`src/rtl/idr_pkg.sv`:
```
// Package for the integer divide/remainder block.
// Holds the datapath width, the step counter width and the cell control structs.
// No dependencies.
package idr_pkg;

    // operand and result width
    localparam int DATA_WIDTH = 32;
    // step counter, indexes one restoring step per quotient bit
    localparam int CNT_W = $clog2(DATA_WIDTH);

    // controls from the sequencer to the cell row
    typedef struct packed {
        logic load;
        logic step;
    } t_row_ctrl;

    // controls broadcast to every cell of the row
    typedef struct packed {
        logic load;
        logic step;
        logic sel;
    } t_cell_ctrl;

endpackage

```
`src/rtl/idr_cell.sv`:
```
// One bit slice of the restoring divider: a partial remainder bit, a
// dividend/quotient bit, a divisor bit and one stage of the borrow chain.
// Depends on idr_pkg.
module idr_cell (
    input  logic                i_clk,
    input  idr_pkg::t_cell_ctrl i_ctrl,
    input  logic                i_num_bit,
    input  logic                i_den_bit,
    input  logic                i_r_in,
    input  logic                i_q_in,
    input  logic                i_borrow_in,
    output logic                o_r,
    output logic                o_q,
    output logic                o_borrow_out
);

    logic r_rem;
    logic r_quo;
    logic r_den;
    logic n_rem;
    logic n_quo;
    logic w_diff;

    // trial subtract of the divisor from the shifted remainder bit
    assign w_diff       = i_r_in ^ r_den ^ i_borrow_in;
    assign o_borrow_out = (~i_r_in & r_den) | (~(i_r_in ^ r_den) & i_borrow_in);

    // next state: load clears the remainder, a step shifts and maybe restores
    always_comb begin
        n_rem = r_rem;
        n_quo = r_quo;
        if (i_ctrl.load) begin
            n_rem = 1'b0;
            n_quo = i_num_bit;
        end else if (i_ctrl.step) begin
            n_rem = i_ctrl.sel ? w_diff : i_r_in;
            n_quo = i_q_in;
        end
    end

    always_ff @(posedge i_clk) begin
        r_rem <= n_rem;
        r_quo <= n_quo;
        if (i_ctrl.load) begin
            r_den <= i_den_bit;
        end
    end

    assign o_r = r_rem;
    assign o_q = r_quo;

endmodule

```
`src/rtl/idr_row.sv`:
```
// Row of DATA_WIDTH divider cells. Each step shifts remainder and quotient
// one cell up and decides the new quotient bit from the top borrow.
// Depends on idr_pkg and idr_cell.
module idr_row (
    input  logic                                i_clk,
    input  idr_pkg::t_row_ctrl                  i_ctrl,
    input  logic [idr_pkg::DATA_WIDTH-1:0]      i_num,
    input  logic [idr_pkg::DATA_WIDTH-1:0]      i_den,
    output logic [idr_pkg::DATA_WIDTH-1:0]      o_quo,
    output logic [idr_pkg::DATA_WIDTH-1:0]      o_rem
);

    logic [idr_pkg::DATA_WIDTH-1:0] w_r;
    logic [idr_pkg::DATA_WIDTH-1:0] w_q;
    logic [idr_pkg::DATA_WIDTH-1:0] w_r_in;
    logic [idr_pkg::DATA_WIDTH-1:0] w_q_in;
    logic [idr_pkg::DATA_WIDTH:0]   w_borrow;
    logic                           w_sel;
    idr_pkg::t_cell_ctrl            w_cell_ctrl;

    // remainder top bit set before the shift: subtraction always fits
    assign w_sel = w_r[idr_pkg::DATA_WIDTH-1] | ~w_borrow[idr_pkg::DATA_WIDTH];

    assign w_cell_ctrl.load = i_ctrl.load;
    assign w_cell_ctrl.step = i_ctrl.step;
    assign w_cell_ctrl.sel  = w_sel;

    // neighbor wiring: dividend top bit feeds the remainder, new quotient bit enters low
    assign w_borrow[0] = 1'b0;
    assign w_r_in      = {w_r[idr_pkg::DATA_WIDTH-2:0], w_q[idr_pkg::DATA_WIDTH-1]};
    assign w_q_in      = {w_q[idr_pkg::DATA_WIDTH-2:0], w_sel};

    for (genvar g = 0; g < idr_pkg::DATA_WIDTH; g++) begin : g_cell
        idr_cell u_cell (
            .i_clk        (i_clk),
            .i_ctrl       (w_cell_ctrl),
            .i_num_bit    (i_num[g]),
            .i_den_bit    (i_den[g]),
            .i_r_in       (w_r_in[g]),
            .i_q_in       (w_q_in[g]),
            .i_borrow_in  (w_borrow[g]),
            .o_r          (w_r[g]),
            .o_q          (w_q[g]),
            .o_borrow_out (w_borrow[g+1])
        );
    end

    assign o_quo = w_q;
    assign o_rem = w_r;

endmodule

```
`src/rtl/integer_divide_remainder.sv`:
```
// A start transfer loads the operands, then 32 restoring steps run through
// the cell row and a sign fix-up follows before the o_valid strobe.
// Start is taken only while idle; the row makes one quotient bit per cycle.
// busy is high from the cycle after a transfer until the result strobes.
// Reset (synchronous, active low) returns the sequencer to idle, no strobe.
// The receiver cannot stall: o_valid is high for exactly one cycle.
module integer_divide_remainder (
    input  logic                               i_clk,
    input  logic                               i_rst_n,
    input  logic                               start,
    output logic                               busy,
    input  logic                               i_req_type,
    input  logic [idr_pkg::DATA_WIDTH-1:0]     i_dividend,
    input  logic [idr_pkg::DATA_WIDTH-1:0]     i_divisor,
    output logic                               o_valid,
    output logic [idr_pkg::DATA_WIDTH-1:0]     o_quotient,
    output logic [idr_pkg::DATA_WIDTH-1:0]     o_remainder
);

    typedef enum logic [1:0] {
        S_IDLE,
        S_RUN,
        S_FIX
    } t_state;

    t_state                          r_state;
    logic [idr_pkg::CNT_W-1:0]       r_cnt;
    logic                            r_valid;
    logic                            r_neg_q;
    logic                            r_neg_r;
    logic [idr_pkg::DATA_WIDTH-1:0]  r_quotient;
    logic [idr_pkg::DATA_WIDTH-1:0]  r_remainder;

    logic                            w_accept;
    logic                            w_neg_a;
    logic                            w_neg_b;
    logic [idr_pkg::DATA_WIDTH-1:0]  w_mag_a;
    logic [idr_pkg::DATA_WIDTH-1:0]  w_mag_b;
    logic [idr_pkg::DATA_WIDTH-1:0]  w_quo;
    logic [idr_pkg::DATA_WIDTH-1:0]  w_rem;
    idr_pkg::t_row_ctrl              w_ctrl;

    assign w_accept = start & (r_state == S_IDLE);

    // operand magnitudes in signed mode; negation wraps
    assign w_neg_a = i_req_type & i_dividend[idr_pkg::DATA_WIDTH-1];
    assign w_neg_b = i_req_type & i_divisor[idr_pkg::DATA_WIDTH-1];
    assign w_mag_a = w_neg_a ? (~i_dividend + 1'b1) : i_dividend;
    assign w_mag_b = w_neg_b ? (~i_divisor + 1'b1) : i_divisor;

    assign w_ctrl.load = w_accept;
    assign w_ctrl.step = (r_state == S_RUN);

    idr_row u_row (
        .i_clk  (i_clk),
        .i_ctrl (w_ctrl),
        .i_num  (w_mag_a),
        .i_den  (w_mag_b),
        .o_quo  (w_quo),
        .o_rem  (w_rem)
    );

    // sequencer, sign flags and result registers
    always_ff @(posedge i_clk) begin
        if (!i_rst_n) begin
            r_state <= S_IDLE;
            r_cnt   <= '0;
            r_valid <= 1'b0;
        end else begin
            r_valid <= 1'b0;
            case (r_state)
                S_IDLE: begin
                    if (start) begin
                        r_state <= S_RUN;
                        r_cnt   <= '0;
                    end
                end
                S_RUN: begin
                    r_cnt <= r_cnt + 1'b1;
                    if (r_cnt == idr_pkg::CNT_W'(idr_pkg::DATA_WIDTH - 1)) begin
                        r_state <= S_FIX;
                    end
                end
                S_FIX: begin
                    r_valid <= 1'b1;
                    r_state <= S_IDLE;
                end
                default: begin
                    r_state <= S_IDLE;
                end
            endcase
        end
    end

    // payload: sign flags at the transfer, signed fix-up at the end
    always_ff @(posedge i_clk) begin
        if (w_accept) begin
            r_neg_q <= w_neg_a ^ w_neg_b;
            r_neg_r <= w_neg_a;
        end
        if (r_state == S_FIX) begin
            r_quotient  <= r_neg_q ? (~w_quo + 1'b1) : w_quo;
            r_remainder <= r_neg_r ? (~w_rem + 1'b1) : w_rem;
        end
    end

    assign busy        = (r_state != S_IDLE);
    assign o_valid     = r_valid;
    assign o_quotient  = r_quotient;
    assign o_remainder = r_remainder;

endmodule

```
`config.mk`:
```
export PLATFORM = sky130hd
export DESIGN_NAME = integer_divide_remainder
export DESIGN_NICKNAME = d
export VERILOG_FILES = /design/src/rtl/idr_pkg.sv /design/src/rtl/idr_cell.sv /design/src/rtl/idr_row.sv /design/src/rtl/integer_divide_remainder.sv
export SDC_FILE = /design/constraint.sdc
export NUM_CORES = 1
export LEC_CHECK = 0
export BUFFER_PORTS_ARGS = -buffer_cell sky130_fd_sc_hd__buf_4
export CAP_MARGIN = 5
export CORE_MARGIN = 4
export CORE_UTILIZATION = 44
export CTS_CLUSTER_DIAMETER = 60
export DETAILED_ROUTE_END_ITERATION = 8
export GPL_ROUTABILITY_DRIVEN = 0
export PLACE_DENSITY = 0.66
export REMOVE_ABC_BUFFERS = 1
export SLEW_MARGIN = 5
export SYNTH_ARGS = -nofsm -noshare
export SYNTH_HDL_FRONTEND = slang
export SYNTH_SLANG_ARGS = --single-unit
export TNS_END_PERCENT = 10
```
`constraint.sdc`:
```
create_clock -name i_clk -period 13.5 [get_ports i_clk]
set_input_delay 1.35 -clock i_clk [delete_from_list [all_inputs] [get_ports i_clk]]
set_output_delay 1.35 -clock i_clk [all_outputs]
set_load 0.02 [all_outputs]
```
==> flow_summary_export.csv, run 1 <==
group,metric,value,unit
outcome,run_status,"completed",
setup_path,critical_path.max_stage_delay,0.40,ns
setup_path,cp_slowest_cell,"sky130_fd_sc_hd__fa_1",
job,cap_viol_max_count,0,
grt,grt_pass1_wl,33600,um
synthesis,synth_largest_type_area_fraction,0.417,
synthesis,yosys.area.top_type,"sky130_fd_sc_hd__edfxtp_1",
die,ioPinCount,134,
sta,finalSetupTns,0,ns
cts,tritoncts,"built",
final_layout,synthToLayoutAreaGrowth,19.6,%
synthesis,synth_seq_area_share,0.503,
grt,all_layer_gr_usage,0.178,
sta,slew_headroom,0.246,
power_and_ir_drop,worst_vdd_rail_ir_drop,99.3,uV
grt,antenna_found_initial,2,
cts,cts-htree-levels,4,
setup_path,critical_path_required,13.80,ns
synthesis,ys.warnings.count,0,
placed_design,dp.cells,1256,
synthesis,largest_cells_by_area_after_synthesis,"sky130_fd_sc_hd__edfxtp_1 (42%), sky130_fd_sc_hd__xnor2_1 (8.7%), sky130_fd_sc_hd__dfxtp_1 (8.6%), sky130_fd_sc_hd__fa_1 (6.6%), sky130_fd_sc_hd__o21ai_0 (5.1%)",
sta,timing_worst_slew_pin_value,1.13,ns
synthesis,yosysUniqueCellTypes,49,
synthesis,ys_ff_latch,170,
final_layout,nNetsFinal,1106,
placed_design,detailed_place.area,10600,um^2
final_layout,final_cells,1289,
placed_design,portBuffers,133,
routing,dr.pass1.iters,6,
synthesis,synth_top_cells_by_count,"sky130_fd_sc_hd__edfxtp_1 (130), sky130_fd_sc_hd__o21ai_0 (95), sky130_fd_sc_hd__xnor2_1 (93), sky130_fd_sc_hd__nor2_1 (63), sky130_fd_sc_hd__nand2_1 (57)",
sta,final_hold_vios,0,
synthesis,async_flop_share,0,
power_and_ir_drop,sw_frac_of_total,0.350,
sta,setup_viol_count_final,0,
power_and_ir_drop,fin_total_pwr,1.81,mW
die,start_util,0.447,
die,die-height,154,um
placed_design,hpwl,14900,um
sta,fmax,76.5,MHz
setup_path,path_buf_inv,4,
grt,gr_ovfl_total,0,
setup_path,timing.critical_path.fanout_max,33,
power_and_ir_drop,power.switching,634,uW
grt,largest_net_degree_at_the_start_of_global_routing,99,
synthesis,synth_top_flop_cell,"sky130_fd_sc_hd__edfxtp_1",
setup_path,critPathTopFamily,"adder cells",
sta,fin_crit_sh,0.968,
final_layout,fill_cells,1919,
die,die-width,154,um
setup_path,setup.worst_path.class,"flip-flop to flip-flop",
routing,drt-vias-per-instance,5.28,
cts,cts-buffers-inserted,17,
power_and_ir_drop,power_frac_clock,0.253,
setup_path,worst_setup_path_end_kind,"flip-flop",
placed_design,pre_cts_slack,0.0797,ns
cts,ctsHoldBuffers,0,
worst_hold_path,hold_path_startpoint,"r_cnt[4]",
cts,insertion_delay,0.44,ns
power_and_ir_drop,power_frac_seq,0.409,
routing,detail-route-antenna-nets,0,
synthesis,number_of_enable_flip_flop_cells_after_synthesis,130,
cts,max-clock-path-buffers,2,
setup_path,worstReg2RegStart,"u_row.g_cell[31].u_cell.o_q",
cts,path_clk_slew,0.07,ns
sta,finClkSkew,0.00882,ns
synthesis,netlist_area,9360,um^2
routing,drt-wirelength-per-cell,16.2,um
power_and_ir_drop,internal_power,1.18,mW
cts,post_cts_setup_buffers,0,
sta,final_critical_path_setup_slack,0.436,ns
power_and_ir_drop,power.static_leakage,4.01,nW
sta,setup_repair_after_global_routing_missed_its_margin,"no",
sta,final-max-slew-violation-count,0,
setup_path,critical-path-top-cell-by-count,"sky130_fd_sc_hd__fa_1",
power_and_ir_drop,power.density_cell_area,162,nW/um^2
setup_path,crit_path_start,"u_row.g_cell[31].u_cell.o_q",
grt,vias_in_the_first_global_route,6547,
die,core.rowCount,53,
sta,period_needed,13.06,ns
final_layout,post-route-cell-area,11200,um^2
routing,drc,0,
cts,cts-root-buf,"sky130_fd_sc_hd__clkbuf_16",
synthesis,synth_area_per_cell,10.5,um^2
power_and_ir_drop,power.share.combinational,0.339,
routing,drt-initial-drc-count,479,
synthesis,yosys.cell_count.top_type,"sky130_fd_sc_hd__edfxtp_1",
final_layout,drive_above_1_share,0.199,
cts,total_number_of_clock_tree_sinks,170,
setup_path,crit_path_start_kind,"flip-flop",
die,die_area,23700,um^2
synthesis,synth_cells,889,
setup_path,cp_data_arrival_time,13.36,ns
worst_hold_path,holdCritPathClass,"flip-flop to flip-flop",
die,core_area,21000,um^2
cts,ctsResizeCount,0,
routing,totalWireLength,20900,um
routing,num_vias,6810,
## cells by family after synthesis
kind of cell / share of synthesized area
flip-flops: 0.503
XOR/XNOR: 0.111
multiplexers: 0.00107
adder cells (fa/ha/maj): 0.0757
AO/OA/AOI/OAI: 0.133
AND/OR/NAND/NOR: 0.133
buffers and inverters: 0.0429
## worst min-delay path, stage by stage (launching register included)
cell and delay (ns):
sky130_fd_sc_hd__dfxtp_1 0.32, sky130_fd_sc_hd__nand3_1 0.06, sky130_fd_sc_hd__a21boi_0 0.07
## flip-flops by register name, summed over array words and instances, names as in the netlist
register and flops:
o_quotient 32, u_row.g_cell.u_cell.o_r 32, r_neg_q 1, r_cnt 5, u_row.g_cell.u_cell.o_q 32, o_valid 1, u_row.g_cell.u_cell.r_den 32, r_neg_r 1
r_state 2, o_remainder 32
## final timing paths
kind / to / slack (ns) / depth (start not counted)
min: r_cnt[4] / 0.49 / 2
max reg2reg: u_row.g_cell[16].u_cell.o_r / 0.44 / 39
max: u_row.g_cell[16].u_cell.o_r / 0.44 / 39
min reg2reg: r_cnt[4] / 0.49 / 2
## per-stage QoR
stage               utilization  hold slack, ns
floorplan                     -           0.459
global placement          0.507           0.468
detailed placement        0.507           0.479
CTS                       0.533           0.489
global route              0.534           0.518
finish                    0.534           0.488
## power groups by stage
stage / clock, mW / combinational [mW] / sequential [mW]
floorplan: 0 / 0.450 / 0.728
global placement: 0 / 0.596 / 0.748
detailed placement: 0 / 0.609 / 0.750
CTS: 0.467 / 0.613 / 0.739
global route: 0.489 / 0.703 / 0.750
finish: 0.457 / 0.613 / 0.740
## cell usage in the layout, fill, tap and decap left out, types with 3 or more instances in the layout
cell type / synthesis / final
sky130_fd_sc_hd__a31oi_1: 19 / 19
sky130_fd_sc_hd__nor3_1: 16 / 16
sky130_fd_sc_hd__nand2_1: 57 / 57
sky130_fd_sc_hd__a21boi_0: 3 / 3
sky130_fd_sc_hd__and2_1: 7 / 7
sky130_fd_sc_hd__nor4_1: 10 / 10
sky130_fd_sc_hd__xnor2_1: 93 / 93
sky130_fd_sc_hd__o31ai_1: 18 / 18
sky130_fd_sc_hd__nand3_1: 40 / 40
sky130_fd_sc_hd__ha_1: 7 / 7
sky130_fd_sc_hd__clkinv_2: 0 / 4
sky130_fd_sc_hd__nor2_1: 63 / 63
sky130_fd_sc_hd__fa_2: 0 / 9
sky130_fd_sc_hd__edfxtp_1: 130 / 130
sky130_fd_sc_hd__clkbuf_16: 0 / 18
sky130_fd_sc_hd__fa_1: 31 / 22
sky130_fd_sc_hd__inv_6: 0 / 5
sky130_fd_sc_hd__o41ai_1: 15 / 15
sky130_fd_sc_hd__inv_1: 53 / 53
sky130_fd_sc_hd__nor2b_1: 5 / 3
sky130_fd_sc_hd__and3_1: 4 / 4
sky130_fd_sc_hd__buf_4: 0 / 141
sky130_fd_sc_hd__o21ai_1: 0 / 5
sky130_fd_sc_hd__or3_1: 6 / 6
sky130_fd_sc_hd__a21oi_1: 50 / 49
sky130_fd_sc_hd__nand2b_1: 6 / 5
sky130_fd_sc_hd__a41oi_1: 3 / 3
sky130_fd_sc_hd__xor2_1: 26 / 26
sky130_fd_sc_hd__or4_1: 12 / 12
sky130_fd_sc_hd__or2_2: 3 / 3
sky130_fd_sc_hd__o21ai_0: 95 / 90
sky130_fd_sc_hd__dfxtp_1: 40 / 40
## layout make-up
cell class	count	area (um^2)	share of cell area
repair buffers	143	1100	0.0981
multi-input cells	614	4300	0.384
well taps	275	344	0.0307
diodes	1	2.50	0.000224
clock buffers	20	458	0.0409
flip-flops and latches	170	4700	0.420
clock inverters	12	86.3	0.00771
inverters	54	203	0.0181
## routing by layer
metal  track usage  routed length [um]
met1         0.235                9320
met2         0.292               10200
met3        0.0369                 846
met4        0.0673                 454
met5             0                  13
Note: power is estimated with default switching activity, not from simulation.
==> run 2: changes to the inputs <==
Settings changed: ABC_AREA set to 1, SLEW_MARGIN 5 to unset.
==> run 2 against run 1 <==
Compared with the run above: sequential share of layout area down 4.6 points; wire length up 31%; highest routed layer is now met4; critical path type unchanged; register-to-register slack worse by 0.05 ns; via count up 32%; utilization about the same; global-route usage up 2.9 points; critical path depth up 1.
==> flow_summary_export.csv, run 2 <==
group,metric,value,unit
placed_design,portBuffers,133,
cts,insertion_delay,0.43,ns
grt,vias_in_the_first_global_route,8608,
setup_path,rr_endpoint,"u_row.g_cell[16].u_cell.o_r",
routing,totalWireLength,27400,um
sta,final-max-slew-violation-count,0,
synthesis,post_synth_xor_area_fraction,0.0572,
synthesis,synth_simple_gate_area_share,0.286,
final_layout,synthToLayoutAreaGrowth,18.9,%
setup_path,timing.critical_path.fanout_max,16,
synthesis,synth.area.mux_share,0,
synthesis,async_flop_share,0,
cts,cts-root-buf,"sky130_fd_sc_hd__clkbuf_16",
cts,cts-htree-levels,4,
cts,cts-buffers-inserted,17,
setup_path,worstReg2RegStart,"u_row.g_cell[31].u_cell.o_q",
routing,dr.pass1.iters,7,
synthesis,synth_largest_type_area_fraction,0.369,
power_and_ir_drop,power.density_cell_area,143,nW/um^2
sta,final_critical_path_setup_slack,0.390,ns
sta,setup_viol_count_final,0,
synthesis,yosysUniqueCellTypes,39,
synthesis,ys_ff_latch,170,
final_layout,commonest_cells_after_routing_fill_and_taps_aside,"sky130_fd_sc_hd__nand2_1 (353), sky130_fd_sc_hd__nor2_1 (156), sky130_fd_sc_hd__buf_4 (141)",
routing,drt-wirelength-per-cell,15.7,um
final_layout,drive_above_1_share,0.175,
synthesis,synth_compound_area_frac,0.0877,
outcome,run_status,"completed",
die,ioPinCount,134,
final_layout,final_common_cell,"sky130_fd_sc_hd__nand2_1",
cts,path_clk_slew,0.07,ns
final_layout,nNetsFinal,1518,
routing,drt-vias-per-instance,5.14,
setup_path,worst_setup_path_end_kind,"flip-flop",
grt,antenna_found_initial,1,
die,core.rowCount,56,
die,start_util,0.449,
setup_path,crit_path_start_kind,"flip-flop",
sta,timing_worst_slew_pin_value,1.08,ns
worst_hold_path,hold_path_depth,2,
sta,setup_repair_after_global_routing_missed_its_margin,"no",
final_layout,final_cells,1745,
synthesis,yosys.area.top_type,"sky130_fd_sc_hd__edfxtp_1",
synthesis,synth_top_cells_by_count,"sky130_fd_sc_hd__nand2_1 (354), sky130_fd_sc_hd__nor2_1 (157), sky130_fd_sc_hd__edfxtp_1 (130), sky130_fd_sc_hd__inv_1 (104), sky130_fd_sc_hd__nand3_1 (86)",
final_layout,finish.utilization,0.534,
power_and_ir_drop,power.static_leakage,5.18,nW
synthesis,largest_cells_by_area_after_synthesis,"sky130_fd_sc_hd__edfxtp_1 (37%), sky130_fd_sc_hd__nand2_1 (13%), sky130_fd_sc_hd__dfxtp_1 (7.6%), sky130_fd_sc_hd__fa_1 (5.9%), sky130_fd_sc_hd__nor2_1 (5.6%)",
synthesis,synth_seq_area_share,0.445,
sta,fmax,76.3,MHz
placed_design,dp.cells,1707,
die,die-width,163,um
synthesis,synth_top_flop_cell,"sky130_fd_sc_hd__edfxtp_1",
synthesis,synth_cells,1282,
sta,final_hold_vios,0,
placed_design,pre_cts_slack,-0.0585,ns
setup_path,critical_path.max_stage_delay,0.41,ns
synthesis,synth_area_per_cell,8.25,um^2
cts,max-clock-path-buffers,2,
worst_hold_path,hold_path_startpoint,"r_cnt[4]",
setup_path,r2r_slack,0.39,ns
sta,finalSetupTns,0,ns
grt,all_layer_gr_usage,0.208,
synthesis,ys.warnings.count,0,
die,die_area,26600,um^2
setup_path,cp_slowest_cell,"sky130_fd_sc_hd__fa_1",
sta,fin_crit_sh,0.971,
job,cap_viol_max_count,0,
grt,largest_net_degree_at_the_start_of_global_routing,68,
grt,gr_ovfl_total,0,
power_and_ir_drop,worst_vdd_rail_ir_drop,65.6,uV
cts,total_number_of_clock_tree_sinks,170,
routing,num_vias,8977,
routing,drc,0,
sta,slew_headroom,0.278,
synthesis,netlist_area,10600,um^2
synthesis,number_of_enable_flip_flop_cells_after_synthesis,130,
synthesis,synth_fa_ha_area_frac,0.0670,
placed_design,hpwl,20800,um
grt,grt_pass1_wl,43500,um
synthesis,yosys.cell_count.top_type,"sky130_fd_sc_hd__nand2_1",
worst_hold_path,worst_hold_path.endpoint,"r_cnt[4]",
worst_hold_path,holdCritPathClass,"flip-flop to flip-flop",
routing,drt-initial-drc-count,675,
cts,ctsHoldBuffers,0,
sta,finClkSkew,0.0116,ns
setup_path,r2r_cells,40,
final_layout,fill_cells,2260,
setup_path,setup.worst_path.class,"flip-flop to flip-flop",
synthesis,main_combinational_cell_family_by_area_after_synthesis,"simple AND/OR/NAND/NOR gates",
sta,period_needed,13.11,ns
routing,detail-route-antenna-nets,0,
setup_path,cp_data_arrival_time,13.42,ns
die,core_area,23500,um^2
cts,tritoncts,"built",
die,die-height,163,um
setup_path,critical_path_required,13.81,ns
setup_path,critical-path-top-cell-by-count,"sky130_fd_sc_hd__fa_1",
power_and_ir_drop,fin_total_pwr,1.80,mW
[run 2: cell families after synthesis]
family          Yosys count
fa+ha+maj                38
xor+xnor                 69
compound gates          172
flops                   170
simple gates            683
buf+inv                 150
[run 2: layout make-up]
cell class | count | area, um^2 | area share
antenna | 1 | 2.50 | 0.000199
tap | 319 | 399 | 0.0317
timing repair buffer | 144 | 1140 | 0.0906
clock inverter | 10 | 100 | 0.00796
sequential | 170 | 4700 | 0.374
clock buffer | 22 | 485 | 0.0386
multi-input combinational | 962 | 5300 | 0.422
inverter | 117 | 439 | 0.0349
[run 2: worst max path at each step]
stage / startpoint / to / slack [ns] / cells after the start
after floorplan: u_row.g_cell[31].u_cell.o_q / u_row.g_cell[4].u_cell.o_r / -0.04 / 39
after global placement: u_row.g_cell[31].u_cell.o_q / u_row.g_cell[0].u_cell.o_r / 0.18 / 40
after detailed placement: u_row.g_cell[31].u_cell.o_q / u_row.g_cell[7].u_cell.o_r / -0.06 / 40
after CTS: u_row.g_cell[31].u_cell.o_q / u_row.g_cell[27].u_cell.o_r / 0.04 / 40
after global routing: u_row.g_cell[31].u_cell.o_q / u_row.g_cell[27].u_cell.o_r / 0.03 / 40
final: u_row.g_cell[31].u_cell.o_q / u_row.g_cell[16].u_cell.o_r / 0.39 / 40
[run 2: routing by layer]
metal  vias to the layer above  part of all wire  track usage
met5                         -                 0            0
met4                         0             0.039       0.0900
met3                        66             0.057       0.0283
met2                       306              0.49        0.362
met1                      4143              0.41        0.258
li1                       4462                 -            -
[run 2: through the flow]
step	cell area, um^2	hold WS (ns)
2_1_floorplan	10400	0.426
3_3_place_gp	11900	0.453
3_5_place_dp	11900	0.460
4_1_cts	12500	0.471
5_1_grt	12600	0.516
6_report	12600	0.471
[run 2: critical path, delay by kind of cell, from the launching register on]
kind,cells,cell delay [ns]
AO/OA/AOI/OAI,3,0.27
AND/OR/NAND/NOR,1,0.11
buffers and inverters,4,0.49
adder cells (fa/ha/maj),32,11.77
flip-flops,1,0.35
[run 2: what timing repair did]
item,in CTS,in global routing
cloned,2,0
resized for setup,6,9
buffers inserted,2,1
pin swaps,1,0
endpoints found under the setup margin,32,33
[run 2: power by group]
group / total [mW] / leakage [nW] / switching, mW / internal [mW]
sequential: 0.712 / 1.55 / 0.0644 / 0.648
combinational: 0.599 / 3.33 / 0.372 / 0.227
clock: 0.487 / 0.296 / 0.209 / 0.279
total: 1.80 / 5.18 / 0.644 / 1.15
==> run 3: changes to the inputs <==
Settings changed: ABC_AREA 1 to unset, CTS_BUF_LIST set to sky130_fd_sc_hd__clkbuf_8 sky130_fd_sc_hd__clkbuf_16.
==> run 3 against run 2 <==
Compared with the run above: sequential power increased by 3.9%; clock-buffer cell count is 4 lower; via count decreased by 24%; largest cell class is now flip-flops and latches; final cell count down 26%; hold slack improved by 0.017 ns; register-to-register slack improved by 0.05 ns; sequential cell count is the same; setup slack better by 0.052 ns; combinational power is 2% higher.
==> flow_summary_export.csv, run 3 (synthesis results as in run 1) <==
group,metric,value,unit
grt,all_layer_gr_usage,0.178,
routing,drc,0,
sta,slew_headroom,0.255,
grt,use_met2,0.292,
sta,setup_viol_count_final,0,
grt,gr_ovfl_total,0,
sta,finClkSkew,0.00770,ns
setup_path,critical-path-top-cell-by-count,"sky130_fd_sc_hd__fa_1",
grt,antenna_found_initial,2,
sta,final-max-slew-violation-count,0,
job,cap_viol_max_count,0,
worst_hold_path,holdCritPathClass,"flip-flop to flip-flop",
worst_hold_path,hold_path_startpoint,"r_cnt[4]",
cts,cts-htree-levels,4,
setup_path,cp_data_arrival_time,13.36,ns
sta,final_hold_vios,0,
power_and_ir_drop,power.density_cell_area,162,nW/um^2
cts,insertion_delay,0.43,ns
sta,period_needed,13.06,ns
cts,cts-root-buf,"sky130_fd_sc_hd__clkbuf_16",
setup_path,path_buf_inv,4,
power_and_ir_drop,power.static_leakage,4.02,nW
die,die-width,154,um
cts,max-clock-path-buffers,2,
cts,total_number_of_clock_tree_sinks,170,
routing,drt-vias-per-instance,5.28,
grt,groute.layer.met3.usage,0.0369,
setup_path,r2r_slack,0.44,ns
routing,drt-wirelength-per-cell,16.2,um
setup_path,worst_setup_path_end_kind,"flip-flop",
grt,globalRouteMet1Util,0.235,
sta,setup_repair_after_global_routing_missed_its_margin,"no",
grt,grt_pass1_wl,33600,um
sta,finalSetupTns,0,ns
cts,path_clk_slew,0.07,ns
setup_path,cp_slowest_cell,"sky130_fd_sc_hd__fa_1",
setup_path,critical_path.max_stage_delay,0.40,ns
setup_path,timing.critical_path.fanout_max,33,
grt,largest_net_degree_at_the_start_of_global_routing,99,
cts,ctsHoldBuffers,0,
final_layout,nNetsFinal,1106,
die,die-height,154,um
final_layout,synthToLayoutAreaGrowth,19.6,%
routing,detail-route-antenna-nets,0,
placed_design,portBuffers,133,
setup_path,critical_path_required,13.80,ns
die,core_area,21000,um^2
die,ioPinCount,134,
setup_path,crit_path_start,"u_row.g_cell[31].u_cell.o_q",
final_layout,drive_above_1_share,0.199,
routing,totalWireLength,20900,um
setup_path,r2r_cells,39,
sta,final_critical_path_setup_slack,0.442,ns
sta,fin_crit_sh,0.967,
routing,dr.pass1.iters,8,
die,start_util,0.447,
routing,drt-initial-drc-count,412,
die,core.rowCount,53,
final_layout,final_common_cell,"sky130_fd_sc_hd__buf_4",
setup_path,rr_endpoint,"u_row.g_cell[16].u_cell.o_r",
final_layout,commonest_cells_after_routing_fill_and_taps_aside,"sky130_fd_sc_hd__buf_4 (141), sky130_fd_sc_hd__edfxtp_1 (130), sky130_fd_sc_hd__xnor2_1 (93)",
cts,tritoncts,"built",
power_and_ir_drop,worst_vdd_rail_ir_drop,99.3,uV
setup_path,timing.critical_path.depth,39,
placed_design,hpwl,14900,um
setup_path,crit_path_start_kind,"flip-flop",
setup_path,critPathTopFamily,"adder cells",
sta,fmax,76.6,MHz
setup_path,endpoint,"u_row.g_cell[16].u_cell.o_r",
grt,global_route.peak_usage_layer,"met2",
routing,num_vias,6809,
setup_path,setup.worst_path.class,"flip-flop to flip-flop",
die,die_area,23700,um^2
grt,vias_in_the_first_global_route,6547,
outcome,run_status,"completed",
cts,cts-buffers-inserted,17,
setup_path,worstReg2RegStart,"u_row.g_cell[31].u_cell.o_q",
sta,timing_worst_slew_pin_value,1.12,ns
placed_design,pre_cts_slack,0.0797,ns
## run 3: cell type report
cell class,instances,area (um^2)
sequential,170,4700
fill,1919,9760
timing repair buffer,143,1100
clock inverter,14,93.8
tap,275,344
multi-input combinational,614,4300
antenna,1,2.50
inverter,54,203
clock buffer,18,450
## run 3: worst reg2reg max path, delay by kind of cell (launching register included)
kind | cells | cell delay [ns]
adder cells (fa/ha/maj) | 32 | 11.82
flip-flops | 1 | 0.34
buffers and inverters | 4 | 0.32
AO/OA/AOI/OAI | 2 | 0.29
AND/OR/NAND/NOR | 1 | 0.15
## run 3: metal layers
metal / up-vias / wire, um
li1: 3402 / -
met1: 3227 / 9280
met2: 151 / 10200
met3: 27 / 912
met4: 2 / 485
met5: - / 13
## run 3: through the flow
stage	total power, mW	std cells	area (um^2)	util	hold slack, ns
finish	1.81	1289	11200	0.534	0.488
global route	1.94	1289	11200	0.534	0.518
CTS	1.82	1288	11200	0.533	0.489
detailed placement	1.36	1256	10600	0.507	0.479
global placement	1.34	1256	10600	0.507	0.468
floorplan	1.18	838	9160	-	0.459
## run 3: worst min-delay path by stage
stage / end / slack (ns) / cells past startpoint
after floorplan: r_cnt[4] / 0.46 / 2
after global placement: r_cnt[4] / 0.47 / 2
after detailed placement: r_cnt[4] / 0.48 / 2
after CTS: r_cnt[4] / 0.49 / 2
after global routing: r_cnt[4] / 0.52 / 2
final: r_cnt[4] / 0.49 / 2
## run 3: power breakdown
group	switching [mW]	internal [mW]	total [mW]
logic	0.348	0.265	0.613
clock network	0.210	0.247	0.456
registers	0.0772	0.663	0.740
## run 3: timing repair
action	4_1_cts	5_1_grt
gates resized for setup	0	15
setup buffers	0	0
hold endpoints to repair	0	0
endpoints found under the setup margin	0	33
